File: src/rtl/lobm_pkg.sv
// Shared types and codes for the limit order book matcher.
// No dependencies; every other file refers to this package by scoped names.
`default_nettype none
package lobm_pkg;

  // Final status carried on the last result of an order.
  typedef enum logic [1:0] {
    OUT_FILLED   = 2'd0,
    OUT_RESTED   = 2'd1,
    OUT_REJECTED = 2'd2,
    OUT_ZERO     = 2'd3
  } outcome_t;

  // Incoming order after classification by the front end.
  typedef struct packed {
    logic        side;
    logic [7:0]  tick;
    logic [30:0] qty;
    logic [31:0] id;
    logic [31:0] time_stamp;
    logic        zero_qty;
  } order_t;

  // One result item.
  typedef struct packed {
    logic        is_trade;
    logic [31:0] buyer_id;
    logic [31:0] seller_id;
    logic [7:0]  fill_tick;
    logic [30:0] fill_quantity;
    logic [31:0] fill_time;
    logic [30:0] left_over;
    outcome_t    outcome;
    logic        last;
  } result_t;

  // Matcher sequencer states.
  typedef enum logic [2:0] {
    ST_IDLE,
    ST_SCAN,
    ST_HEAD,
    ST_SLOT,
    ST_REST,
    ST_PLACE,
    ST_LINK,
    ST_DONE
  } mstate_t;

endpackage
`default_nettype wire

File: src/rtl/lobm_front.sv
// Front end of the matcher: registers an incoming order, clamps its tick to the
// book and flags a zero quantity. Depends on lobm_pkg.
`default_nettype none
module lobm_front #(
  parameter int PRICE_LEVELS = 256
) (
  input  wire logic            clk,
  input  wire logic            rst,
  input  wire logic            in_valid,
  output logic                 in_ready,
  input  wire logic            side,
  input  wire logic [7:0]      limit_tick,
  input  wire logic [30:0]     order_quantity,
  input  wire logic [31:0]     incoming_id,
  input  wire logic [31:0]     arrival_time,
  output logic                 item_valid,
  output lobm_pkg::order_t     item,
  input  wire logic            item_ready
);

  lobm_pkg::order_t cls;

  always_comb begin
    cls.side       = side;
    cls.tick       = (int'(limit_tick) >= PRICE_LEVELS) ? 8'(PRICE_LEVELS - 1) : limit_tick;
    cls.qty        = order_quantity;
    cls.id         = incoming_id;
    cls.time_stamp = arrival_time;
    cls.zero_qty   = (order_quantity == '0);
  end

  assign in_ready = !item_valid || item_ready;

  always_ff @(posedge clk) begin
    if (rst) begin
      item_valid <= 1'b0;
    end else if (in_ready) begin
      item_valid <= in_valid;
    end
  end

  always_ff @(posedge clk) begin
    if (in_ready && in_valid) begin
      item <= cls;
    end
  end

endmodule
`default_nettype wire

File: config.mk
export PLATFORM = sky130hd
export DESIGN_NAME = lobm_front
export DESIGN_NICKNAME = d
export VERILOG_FILES = /design/src/rtl/lobm_pkg.sv /design/src/rtl/lobm_front.sv
export SDC_FILE = /design/constraint.sdc
export NUM_CORES = 1
export LEC_CHECK = 0
export BUFFER_PORTS_ARGS = -buffer_cell sky130_fd_sc_hd__buf_4
export CORE_MARGIN = 5
export CORE_UTILIZATION = 25
export CTS_CLUSTER_DIAMETER = 50
export DETAILED_ROUTE_END_ITERATION = 6
export GPL_TIMING_DRIVEN = 0
export PLACE_DENSITY_LB_ADDON = 0.25
export SLEW_MARGIN = 20
export SYNTH_ARGS = -nofsm -noshare
export SYNTH_HDL_FRONTEND = slang
export SYNTH_SLANG_ARGS = --single-unit
File: constraint.sdc
create_clock -name clk -period 3.2 [get_ports clk]
set_input_delay 0.16 -clock clk [delete_from_list [all_inputs] [get_ports clk]]
set_output_delay 0.16 -clock clk [all_outputs]
set_load 0.005 [all_outputs]
==> results of run 1 <==
cells by family after synthesis:
kind of cell / Yosys count / share of synthesized area, %
DFF: 106 / 97.2
AOI/OAI and AO/OA: 1 / 0.153
buffers and inverters: 1 / 0.115
and+or+nand+nor: 13 / 2.57
stage by stage:
| stage | instances | area (um2) | worst slack [ns] | utilization [%] |
|---|---|---|---|---|
| 2_1_floorplan | 121 | 3270 | 1.02 | - |
| 3_5_place_dp | 508 | 5120 | 1.47 | 40.2 |
| 3_3_place_gp | 507 | 5090 | 0.504 | 40.0 |
==> key figures, run 1 <==
Logic synthesis
  • Synth Flop Type: edfxtp_1
  • Most common library cells after synthesis: edfxtp_1, nor4_1, nand4_1
  • Sequential area share after synthesis: a little over nine tenths
  • Ys async rst share: 0%
  • Post-synth cell types: 11
  • Cells after synthesis: 121
  • Synth top area share: between 90% and 100%
  • Synth top area cells: edfxtp_1, nor4_1, dfxtp_1
  • Syn Area/Cell: 27.0 um2
  • Biggest area consumer among synthesized cells: edfxtp_1
  • Post-synth EDFFs: ~110
  • Most common cell in the synthesized netlist: edfxtp_1
  • Yosys warnings: 0
  • Synth Register Bits: 106
  • Syn Nets: roughly 230
  • Syn Std Cell Area: 0.00327 mm2

Place
  • Placer Congestion: 0.742
  • IO buf count: around 210

CTS
  • # Post-CTS Setup Buffers: 0
  • Post-cts gate resize count: 0
  • CTS H-tree depth: 3
  • CTS max path bufs: 2
  • Post-CTS Hold Fix Bufs: ~110
  • CTS Buf Count: 9
  • # clock sinks: roughly 110
  • Clock root cell: clkbuf_16

Floorplan
  • Starting density of the core: 25.7%
  • FP Rows: 41
  • Io pins: ~220
  • DIE WIDTH: around 120 um
  • Vert. Die Dim: between 100 and 150 um

Outcome
  • Status: did not finish
  • Last stage reached: clock tree synthesis
  • First error: [ERROR RSZ-0060] Max buffer count reached.
==> run 2, diff against run 1 <==
Settings changed: CORE_UTILIZATION 25 to 20, CTS_CLUSTER_DIAMETER 50 to not set, PLACE_DENSITY_LB_ADDON 0.25 to 0.15.
Clock period 3.2 ns to 4.2 ns, I/O delays scaled along.
==> run 2 against run 1 <==
Against the previous run: the run now ends clean; area after synthesis unchanged; synthesized cell count unchanged.
==> key figures, run 2 <==
Cells and area
  • Top reg by flops: item
  • Commonest non-fill, non-tap cell in the layout: buf_4
  • Final layout net count: between 400 and 500
  • Reg area: approximately 0.0032 mm2
  • Util after Layout: 34.4%
  • Area Overhead vs Synth: 68.0%
  • Layout cell share with drive strength beyond 1: between 60% and 70%
  • Biggest regs: item x105, item_valid x1
  • Number of flip-flops in the largest register: 105
  • Final std cells w/o fill: ~570
  • Area used by multi-input combinational logic: 91.3 um2
  • Number of fill cells: around 1600
  • Most frequent cells in the layout: buf_4, edfxtp_1, clkbuf_16

STA
  • Max Clock Skew: 0.00543 ns
  • Post-layout minimum cycle time: about 1.8 ns
  • Fin. max-slew vios: 0
  • Part of the cycle the worst path needs: 42.0%
  • Max frequency: 567 MHz
  • Total negative slack: 0 ns
  • RSZ-0062 raised after global routing: no
  • Final Hold Vio Count: 0
  • Final setup viols: 0
  • Hold Worst Slack: ~0.034 ns
  • Worst slew pin tran: about 0.70 ns
  • Slew margin rel.: between 50% and 60%

Route
  • Final wirelength: ~9400 um
  • Iter 0 DRT Violations: 115
  • Vias: about 2100
  • Remaining antenna violation count: 0
  • Post-DR wirelength/cell: around 17 um
  • Pre-Repair DR Iteration Count: 4
  • DRC Markers: 0
  • Vias/cell: 3.65

Place
  • Placer Congestion: approximately 0.70
  • Placed Instances: ~550
  • Hpwl dp: about 7300 um
  • IO buf count: around 210

GRT
  • Total global routing overflow: 0
  • Largest net degree at the start of global routing: 57
  • First-pass GRT wire length: approximately 13000 um
  • GRT Util Overall: under 10%
  • Initial antenna violation count: 0
  • Number of global-route vias before repair: about 2100

Logic synthesis
  • Synth Flop Type: edfxtp_1
  • Syn Std Cell Area: 0.00327 mm2
  • Post-synth EDFFs: approximately 110
  • Syn Nets: ~230
  • Sequential area share after synthesis: approximately 97%
  • Yosys warnings: 0
  • Ys async rst share: 0%
  • Syn Area/Cell: around 27 um2
  • Synth top area share: between 90 and 100%
  • Biggest area consumer among synthesized cells: edfxtp_1
  • Most common cell in the synthesized netlist: edfxtp_1
  • Post-synth cell types: 11
  • Cells after synthesis: 121
  • Synth top area cells: edfxtp_1, nor4_1, dfxtp_1
  • Synth Register Bits: approximately 110
  • Most common library cells after synthesis: edfxtp_1, nor4_1, nand4_1

Floorplan
  • DIE WIDTH: between 100 and 150 um
  • Io pins: ~220
  • FP Rows: 46
  • Die area: ~0.019 mm2
  • Starting density of the core: about 20%
  • Vert. Die Dim: about 140 um
  • Total core area: between 0.015 and 0.02 mm2

Critical path
  • Setup CP Type: reg2reg
  • CP max stage cell: and2_4
  • CP Max Fanout: 56
  • CP peak stage delay: 0.62 ns
  • Worst r2r src: item_valid
  • Crit path launch: item_valid
  • Worst endpoint required time: ~4.2 ns
  • Worst setup EP type: register
  • CP Cell Sequence: nand2b_1 > and2_4 > buf_16
  • Element type at the critical path start: register
  • Crit path DAT: between 1.5 and 2 ns

CTS
  • Clock root cell: clkbuf_16
  • # clock sinks: 106
  • CTS max path bufs: 2
  • CTS tree: yes
  • Clk Latency, worst-skew pair: 0.34 ns
  • CTS Buf Count: 9
  • CTS H-tree depth: 3
  • Clk pin slew, worst setup/hold paths: about 0.08 ns
  • # Post-CTS Setup Buffers: 0

Power and ir drop
  • P_int: 1.84 mW
  • Combinational power share: between 9 and 10%
  • Leak: 2.23 nW
  • Sw frac: between 20% and 30%
  • Clock power share: between 30% and 40%
  • Total Power: 2.33 mW
  • Maximum vdd drop: ~0.17 mV
  • Pwr Density: 424 mW/mm2
  • Switch Pwr: between 0.4 and 0.5 mW
  • Flop pwr share: 53.8%

Min path
  • Hold Crit Class: in2reg
  • HP Start: incoming_id[2]

Run
  • Max-Cap Viols: 0

Outcome
  • Status: finished clean
## run 2: cell counts after synthesis
Identical to the previous run, type by type.
## run 2: power by group through the flow
stage	Clock, mW	Combinational (mW)	Sequential [mW]
global placement	0	0.214	1.28
floorplan	0	0.0207	1.29
global route	0.948	0.233	1.26
finish	0.859	0.215	1.25
detailed placement	0	0.220	1.28
CTS	0.905	0.221	1.25
## run 2: per-layer routing
metal / up-vias / GRT usage, % / routed length (um)
met1: 967 / 10.3 / 3410
li1: 953 / - / -
met5: - / 0 / 0
met2: 148 / 14.1 / 4220
met3: 11 / 5.41 / 1580
met4: 0 / 4.94 / 184
## run 2: logic make-up after synthesis
| kind of cell | after synthesis | share of synthesized area, % |
|---|---|---|
| flip-flops | 106 | 97.2 |
| AND/OR/NAND/NOR | 13 | 2.57 |
| AO/OA/AOI/OAI | 1 | 0.153 |
| buffers and inverters | 1 | 0.115 |
## run 2: worst paths after layout
kind         cells after the start  slack, ns          to
max                              3       2.44    item[37]
max reg2reg                      3       2.44    item[37]
min                              1       0.03    item[35]
min reg2reg                      2       0.55  item_valid
## run 2: repair_timing
| item | in CTS | in global routing |
|---|---|---|
| hold endpoints to repair | 1 | 0 |
| hold buffers | 1 | 0 |
| resized for setup | 0 | 0 |
## run 2: final cells by class
cell class / instances / share of cell area (%)
antenna: 1 / 0.0456
clock buffer: 9 / 4.10
clock inverter: 6 / 1.39
inverter: 1 / 0.0684
multi-input combinational: 14 / 1.66
sequential: 106 / 57.8
tap: 216 / 4.93
timing repair buffer: 216 / 30.0
## run 2: through the flow
step,setup slack [ns],instance area (um2)
6_report,2.44,5490
5_1_grt,2.31,5480
4_1_cts,2.41,5480
3_5_place_dp,2.40,5170
3_3_place_gp,-0.280,5140
2_1_floorplan,0.849,3270
## run 2: worst max-delay path, delay by kind of cell (launching register included)
kind                   cells  cell delay (ns)
AND/OR/NAND/NOR            2             0.74
buffers and inverters      1             0.33
flip-flops                 1             0.31
Note: power is estimated with default switching activity, not from simulation.
