`src/rtl/lobm_pkg.sv`:
```
// Shared types and codes for the limit order book matcher.
// No dependencies; every other file refers to this package by scoped names.
`default_nettype none
package lobm_pkg;

  // Final status carried on the last result of an order.
  typedef enum logic [1:0] {
    OUT_FILLED   = 2'd0,
    OUT_RESTED   = 2'd1,
    OUT_REJECTED = 2'd2,
    OUT_ZERO     = 2'd3
  } outcome_t;

  // Incoming order after classification by the front end.
  typedef struct packed {
    logic        side;
    logic [7:0]  tick;
    logic [30:0] qty;
    logic [31:0] id;
    logic [31:0] time_stamp;
    logic        zero_qty;
  } order_t;

  // One result item.
  typedef struct packed {
    logic        is_trade;
    logic [31:0] buyer_id;
    logic [31:0] seller_id;
    logic [7:0]  fill_tick;
    logic [30:0] fill_quantity;
    logic [31:0] fill_time;
    logic [30:0] left_over;
    outcome_t    outcome;
    logic        last;
  } result_t;

  // Matcher sequencer states.
  typedef enum logic [2:0] {
    ST_IDLE,
    ST_SCAN,
    ST_HEAD,
    ST_SLOT,
    ST_REST,
    ST_PLACE,
    ST_LINK,
    ST_DONE
  } mstate_t;

endpackage
`default_nettype wire

```
`src/rtl/lobm_queue.sv`:
```
// Two-entry queue of classified orders between the front end and the matcher.
// Depends on lobm_pkg.
`default_nettype none
module lobm_queue (
  input  wire logic            clk,
  input  wire logic            rst,
  input  wire logic            wr_valid,
  output logic                 wr_ready,
  input  wire lobm_pkg::order_t wr_data,
  output logic                 rd_valid,
  output lobm_pkg::order_t     rd_data,
  input  wire logic            rd_ready
);

  lobm_pkg::order_t entry [2];
  logic       wr_ptr;
  logic       rd_ptr;
  logic [1:0] count;
  logic       push;
  logic       pop;

  assign wr_ready = (count != 2'd2);
  assign rd_valid = (count != 2'd0);
  assign rd_data  = entry[rd_ptr];
  assign push     = wr_valid && wr_ready;
  assign pop      = rd_valid && rd_ready;

  always_ff @(posedge clk) begin
    if (rst) begin
      wr_ptr <= 1'b0;
      rd_ptr <= 1'b0;
      count  <= 2'd0;
    end else begin
      if (push) wr_ptr <= !wr_ptr;
      if (pop)  rd_ptr <= !rd_ptr;
      count <= count + 2'(push) - 2'(pop);
    end
  end

  always_ff @(posedge clk) begin
    if (push) begin
      entry[wr_ptr] <= wr_data;
    end
  end

endmodule
`default_nettype wire

```
`config.mk`:
```
export PLATFORM = sky130hd
export DESIGN_NAME = lobm_queue
export DESIGN_NICKNAME = d
export VERILOG_FILES = /design/src/rtl/lobm_pkg.sv /design/src/rtl/lobm_queue.sv
export SDC_FILE = /design/constraint.sdc
export NUM_CORES = 1
export LEC_CHECK = 0
export BUFFER_PORTS_ARGS = -buffer_cell sky130_fd_sc_hd__buf_4
export CAP_MARGIN = 20
export CORE_MARGIN = 2
export CORE_UTILIZATION = 52
export DETAILED_ROUTE_END_ITERATION = 12
export PLACE_DENSITY = 0.81
export SLEW_MARGIN = 10
export SYNTH_ARGS = -nofsm -noshare
export SYNTH_HDL_FRONTEND = slang
export SYNTH_SLANG_ARGS = --single-unit
export TNS_END_PERCENT = 100
```
`constraint.sdc`:
```
create_clock -name clk -period 4.2 [get_ports clk]
set_clock_uncertainty 0.05 [all_clocks]
set_input_delay 0.84 -clock clk [delete_from_list [all_inputs] [get_ports clk]]
set_output_delay 0.84 -clock clk [all_outputs]
set_load 0.02 [all_outputs]
```
# [Yosys cells after proc, flatten, opt, wreduce, memory -nomap -nowiden]
# Memory sizes are Yosys's and may differ from the RTL's. A register that Yosys moved wholly into a read port is not among the register bits.
# Cells that the tools add are included.
[classes] add_sub_neg=2 eq_ne=1 muxes=4 reduce_logical=5
[op_table] cell="$mux 1" n=4
[op_table] cell="$add 2x1->2" n=1
[op_table] cell="$logic_and 1x1->1" n=2
[op_table] cell="$logic_not 1->1" n=2
[op_table] cell="$ne 2x2->1 const B" n=1
[op_table] cell="$reduce_bool 2->1" n=1
[op_table] cell="$sub 2x1->2" n=1
[word_totals] ff_bits=4 ram_bits=210 inputBits=109 output_inout_bits=107 wordCells=16 memories=1
[memory_table] memory="entry" depth=2 word_bits=105 read_ports=1 rd_clocked_by_memory_dff=1 wr=1 line_no="lobm_queue.sv:15" rtl="lobm_pkg::order_t entry [2];"

# [Longest topological paths before layout]
# Gate-level depths: netlist (run 1).
[logic_depth] ltp_word=4 ltp_mapped=6 mapped_depth_nobuf=6

# [Worst setup path before layout (run 1)]
# No wires, ideal clock.
[synth_timing] path_type="input port to flip-flop" start="in wr_valid" end="mem entry[1][0] in the netlist's numbering, enable pin" setup_time_ps=477 t_arrival_ps=3318 required_time_ps=3673 path_slack_ps=355 cell_stages=1 n_path_buf=0 path_cell_list="and3_1"
[synth_between] elab_chain_cells=3
[synth_rtl] element="from (decl)" line_no="lobm_queue.sv:7" rtl="input wire logic wr_valid,"
[synth_rtl] element="$logic_and 1x1->1" line_no="lobm_queue.sv:25" rtl="assign push = wr_valid && wr_ready;"
[synth_rtl] element="$mux 1" line_no="lobm_queue.sv:41" rtl="if (push) begin"
[synth_rtl] element="$mux 1 (implied by the code)" line_no="lobm_queue.sv:42" rtl="entry[wr_ptr] <= wr_data;"
[synth_rtl] element="to (decl)" line_no="lobm_queue.sv:15"
# Every way passes these cells.

==> impl_metrics.ini, run 1 <==
[logic_synthesis]
syn-num-nets = 466
netlist_instances = 356
async_flop_share_pct = 0
synth_edf_count = 210
ys_types = 26
yosys_warnings = 0
ys_seq_elements = 215
syn_area_per_cell_um2 = 22.7
synth-main-ff-cell = edfxtp_1
synth_area_um2 = 8090
ys_seq_area_share_pct = 79.2

[routing]
wl_per_cell_um = 19.1
drc = 0
vias = 4090
wl_met2_mm = 7.39
top_layer = met4
routed_wl_mm = 15.1
via_per_inst = 5.18
drt_pass1_iterations = 6
wl_met1_mm = 6.03
drt_iter0_markers = 210
dr_wl_met3_mm = 1.27
drtAntennaViolNets = 0

[sta]
worst_slew_pin_slew_ns = 0.662
finalMaxSlewViolations = 0
final.min_clock_period_ns = 3.16
max_freq_mhz = 316
final-setup-viol-count = 0
hold_viol = 0
rsz0062_at_grt = false
setup_tns_ns = 0
period_share_pct = 75.3
relSlewSlack_pct = 55.9
hold_ws_ns = 0.462

[global_routing]
grt_pass1_wl_mm = 22.0
grt_usage_pct = 17.3
grt_pass1_vias = 4174
grt.overflow.total = 0
grt_max_degree = 72
antenna_found_initial = 0

[critical_path]
crit_required_ns = 3.31
crit_path_start_kind = flop
ff2ff_path_depth = 3
max_stage_delay_ns = 0.65
worstSetupPathType = flop to output port
reg2reg_setup_slack_ns = 2.03
crit_path_end = rd_data[13]
cp_cell_sequence = buf_12 > mux2_2 > buf_4
crit_fanout = 71
cp_top_family = flip-flops
critPathBufInv = 2
slowest_stage = dfxtp_4
crit_arrival_ns = 2.27
crit_cells = 3
end_kind = output port
crit-reg2reg-capture = entry[1][20]
r2r_start = count[0]

[die]
fp.dieW_um = 129
dieArea_um2 = 16600
io_pins = 216
rows = 45
start_util_pct = 53.2
core_um2 = 15200
die_h_um = 129

[worst_hold_path]
holdCritPathClass = flop to flop
worstHoldStart = rd_ptr

[pwr]
ir_worst_vdd_uv = 455
finalPower_mw = 6.15
power_leakage_nw = 4.04
power_density_nw_per_um2 = 581

[place]
dp_hpwl_mm = 10.0
gp_congestion = 0.738
place_inst = 750
placement.cell_area_um2 = 9860
io_buffers = 215

[clock_network]
cts_tree = yes
holdBufCountCts = 0
cts_setup_buffers = 0
cts_buffers = 22
clock_latency_ns = 0.49
path_clk_slew_ns = 0.06
clock_path_buffers = 3
cts.sinks = 215
post_cts_resized = 0
clockRootBuffer = clkbuf_16
htree_num_levels = 1

[finish]
final_cells = 789
layout-drive-gt1-share_pct = 60.4
post-route-cell-area_um2 = 10600
fin_nets = 696
area_growth_pct = 30.8
n_antenna_cell = 0

[job]
drv_cap = 0

[outcome]
status = finished clean
==> flip-flops by register name (all words and copies together), names as in the netlist, named ones only <==
| name | flops |
|---|---|
| count | 2 |
| entry | 210 |
| rd_ptr | 1 |
| wr_ptr | 1 |
==> cell families (layout without fill, tap and decap cells) <==
group,after synthesis,count (layout),share of synthesized area [%]
AO/OA/AOI/OAI,6,6,0.541
AND/OR/NAND/NOR,15,15,1.13
multiplexers,105,105,16.9
XOR/XNOR,1,1,0.108
buffers and inverters,13,258,1.92
flip-flops,215,215,79.2
adder cells (fa/ha/maj),1,1,0.155
==> power by group <==
part	internal (mW)	switching, mW	total (mW)
clock network	1.18	0.754	1.94
logic	0.750	0.764	1.51
registers	2.61	0.0939	2.70
total	4.54	1.61	6.15
==> worst reg2reg max path, stage by stage, from the launching register on <==
cell and delay (ns):
dfxtp_1 0.45, nand2b_1 0.23, and3_4 0.65, buf_12 0.43
==> layout make-up <==
cell class | count | area, um2
clock buffers | 28 | 594
clock inverters | 11 | 131
flip-flops and latches | 215 | 6410
fillers | 975 | 4620
repair buffers | 218 | 1670
well taps | 188 | 235
inverters | 1 | 6.26
multi-input cells | 128 | 1530
==> how the worst min path moves through the flow <==
stage	endpoint	slack [ns]	cells after the start
floorplan	flop	0.42	2
global placement	rd_ptr	0.44	2
detailed placement	flop	0.46	2
CTS	entry[0][23]	0.46	1
global route	entry[1][63]	0.45	1
finish	flop	0.46	2
==> routing by layer <==
metal  up-vias  GRT usage, %
li1       1868             -
met1      2029          21.3
met2       167          29.4
met3        26          5.28
met4         0          5.75
met5         -             0
==> Yosys cell counts (all sizes together), types with 2 or more instances <==
cell,n,area share [%]
nor2b,2,0.15
and3,2,0.15
nor2,4,0.19
edfxtp,210,78
o21ai,2,0.12
mux2,105,17
dfxtp,5,1.2
buf,12,1.9
==> stage by stage <==
step | setup slack, ns | utilization, %
2_1_floorplan | 0.355 | -
3_3_place_gp | 1.59 | 64.8
3_5_place_dp | 1.56 | 64.8
4_1_cts | 1.02 | 69.6
5_1_grt | 0.943 | 69.6
6_report | 1.04 | 69.6
==> cell usage in the layout (no fill, tap or decap), drive strengths merged, types with 2 or more instances in the layout <==
master,count
buf,218
o21ai,2
bufinv,3
and3,2
edfxtp,210
dfxtp,5
nor2b,2
clkbuf,28
mux2,105
nor2,4
clkinv,7
Note: power is estimated with default switching activity, not from simulation.
==> inputs of run 2 (changes only) <==
==> constraint.sdc (replaced) <==
create_clock -name clk -period 3 [get_ports clk]
set_clock_uncertainty 0.05 [all_clocks]
set_input_delay 0.6 -clock clk [delete_from_list [all_inputs] [get_ports clk]]
set_output_delay 0.6 -clock clk [all_outputs]
set_load 0.02 [all_outputs]
==> run 2 against run 1 <==
Compared with the run above: hold slack lost 0.23 ns; final cell count grew 0.51%; die area unchanged; non-clock buffer count is 3 higher; sequential share of layout area is essentially flat; combinational power up 43%; setup slack lost 0.71 ns; global-route usage grew 0.42 points.
==> impl_metrics.ini, run 2 (synthesis results as in run 1) <==
[outcome]
status = finished clean

[critical_path]
r2r_start = count[0]
crit_path_start_kind = flop
cp_cell_sequence = buf_12 > mux2_2 > buf_4
crit_fanout = 43
max_stage_delay_ns = 0.63
end_kind = output port
crit_required_ns = 2.35
crit_arrival_ns = 2.02
slowest_stage = dfxtp_4
worstSetupPathType = flop to output port

[routing]
wl_per_cell_um = 19.4
drc = 0
vias = 4134
drtAntennaViolNets = 0
drt_iter0_markers = 252
via_per_inst = 5.21
routed_wl_mm = 15.4
drt_pass1_iterations = 4

[finish]
mostFrequentLayoutCells = 216 x buf_4, 210 x edfxtp_1, 55 x mux2_2
final_common_cell = buf_4
largest_register_ffs = 210
fin_nets = 699
finish.utilization_pct = 69.6
layout-drive-gt1-share_pct = 60.0
post-route-cell-area_um2 = 10600
final_cells = 793
area_growth_pct = 30.9
top_register = entry
reg.largest.list = entry: 210 flops, count: 2 flops
n_antenna_cell = 0

[global_routing]
grt_max_degree = 54
grt.overflow.total = 0
grt_pass1_wl_mm = 22.6
antenna_found_initial = 0
grt_pass1_vias = 4262
grt_usage_pct = 17.7

[clock_network]
cts_tree = yes
holdBufCountCts = 0
clockRootBuffer = clkbuf_16
cts_setup_buffers = 0
cts.sinks = 215
post_cts_resized = 0
clock_latency_ns = 0.48
cts_buffers = 22
clock_path_buffers = 3
path_clk_slew_ns = 0.06
htree_num_levels = 1

[place]
gp_congestion = 0.739
placement.cell_area_um2 = 9910
io_buffers = 215
dp_hpwl_mm = 10.2
place_inst = 753

[die]
rows = 45
start_util_pct = 53.2
die_h_um = 129
dieArea_um2 = 16600
core_um2 = 15200
fp.dieW_um = 129
io_pins = 216

[sta]
final-setup-viol-count = 0
rsz0062_at_grt = false
period_share_pct = 89.1
setup_tns_ns = 0
worst_slew_pin_slew_ns = 0.523
relSlewSlack_pct = 65.0
hold_viol = 0
finalMaxSlewViolations = 0
final.min_clock_period_ns = 2.67
max_freq_mhz = 374

[pwr]
power_density_nw_per_um2 = 801
power_leakage_nw = 4.04
ir_worst_vdd_uv = 536

[worst_hold_path]
worstHoldStart = wr_data[4]
holdCritPathClass = input port to flop

[job]
drv_cap = 0
run 2: changes by cell type in the layout (fill, tap and decap cells not counted), sizes merged:
cell / before / now
buf: 218 / 221
bufinv: 3 / 1
clkbuf: 28 / 30
clkinvlp: 1 / 2
run 2: routing by layer:
layer / part of all wire, % / wire length [um] / global-route usage, %
met3: 9.6 / 1470 / 5.78
met5: 0 / 0 / 0
met4: 2.9 / 447 / 6.33
met1: 39 / 6000 / 22.0
met2: 48 / 7450 / 29.4
run 2: metrics by stage:
| stage | power, mW | worst slack (ns) | hold WS, ns |
|---|---|---|---|
| 6_report | 8.48 | 0.328 | 0.234 |
| 5_1_grt | 8.82 | 0.218 | 0.215 |
| 4_1_cts | 8.59 | 0.284 | 0.215 |
| 3_5_place_dp | 6.02 | 0.818 | 0.463 |
| 3_3_place_gp | 5.96 | 0.841 | 0.438 |
| 2_1_floorplan | 5.23 | 0.195 | 0.422 |
run 2: area by class of cell:
class / instances / area (um2)
multi-input combinational: 128 / 1530
tap: 188 / 235
clock buffer: 30 / 602
fill: 948 / 4620
clock inverter: 10 / 77.6
inverter: 1 / 7.51
sequential: 215 / 6410
timing repair buffer: 221 / 1720
run 2: final timing paths:
kind | slack, ns | cells after the start | to
hold / removal | 0.23 | 1 | entry[0][4]
setup reg to reg | 0.99 | 3 | entry[1][101]
setup / recovery | 0.33 | 3 | rd_data[10]
hold reg to reg | 0.48 | 2 | rd_ptr
run 2: worst max-delay path: cells and delay by family (launching register included):
kind / cells / cell delay, ns
multiplexers: 1 / 0.39
flip-flops: 1 / 0.63
buffers and inverters: 2 / 0.48
run 2: power by group:
| part | leakage (nW) | internal, mW | total [mW] | switching [mW] |
|---|---|---|---|---|
| Sequential | 2.01 | 3.65 | 3.77 | 0.123 |
| Clock | 0.331 | 1.49 | 2.55 | 1.05 |
| Combinational | 1.70 | 1.07 | 2.16 | 1.09 |
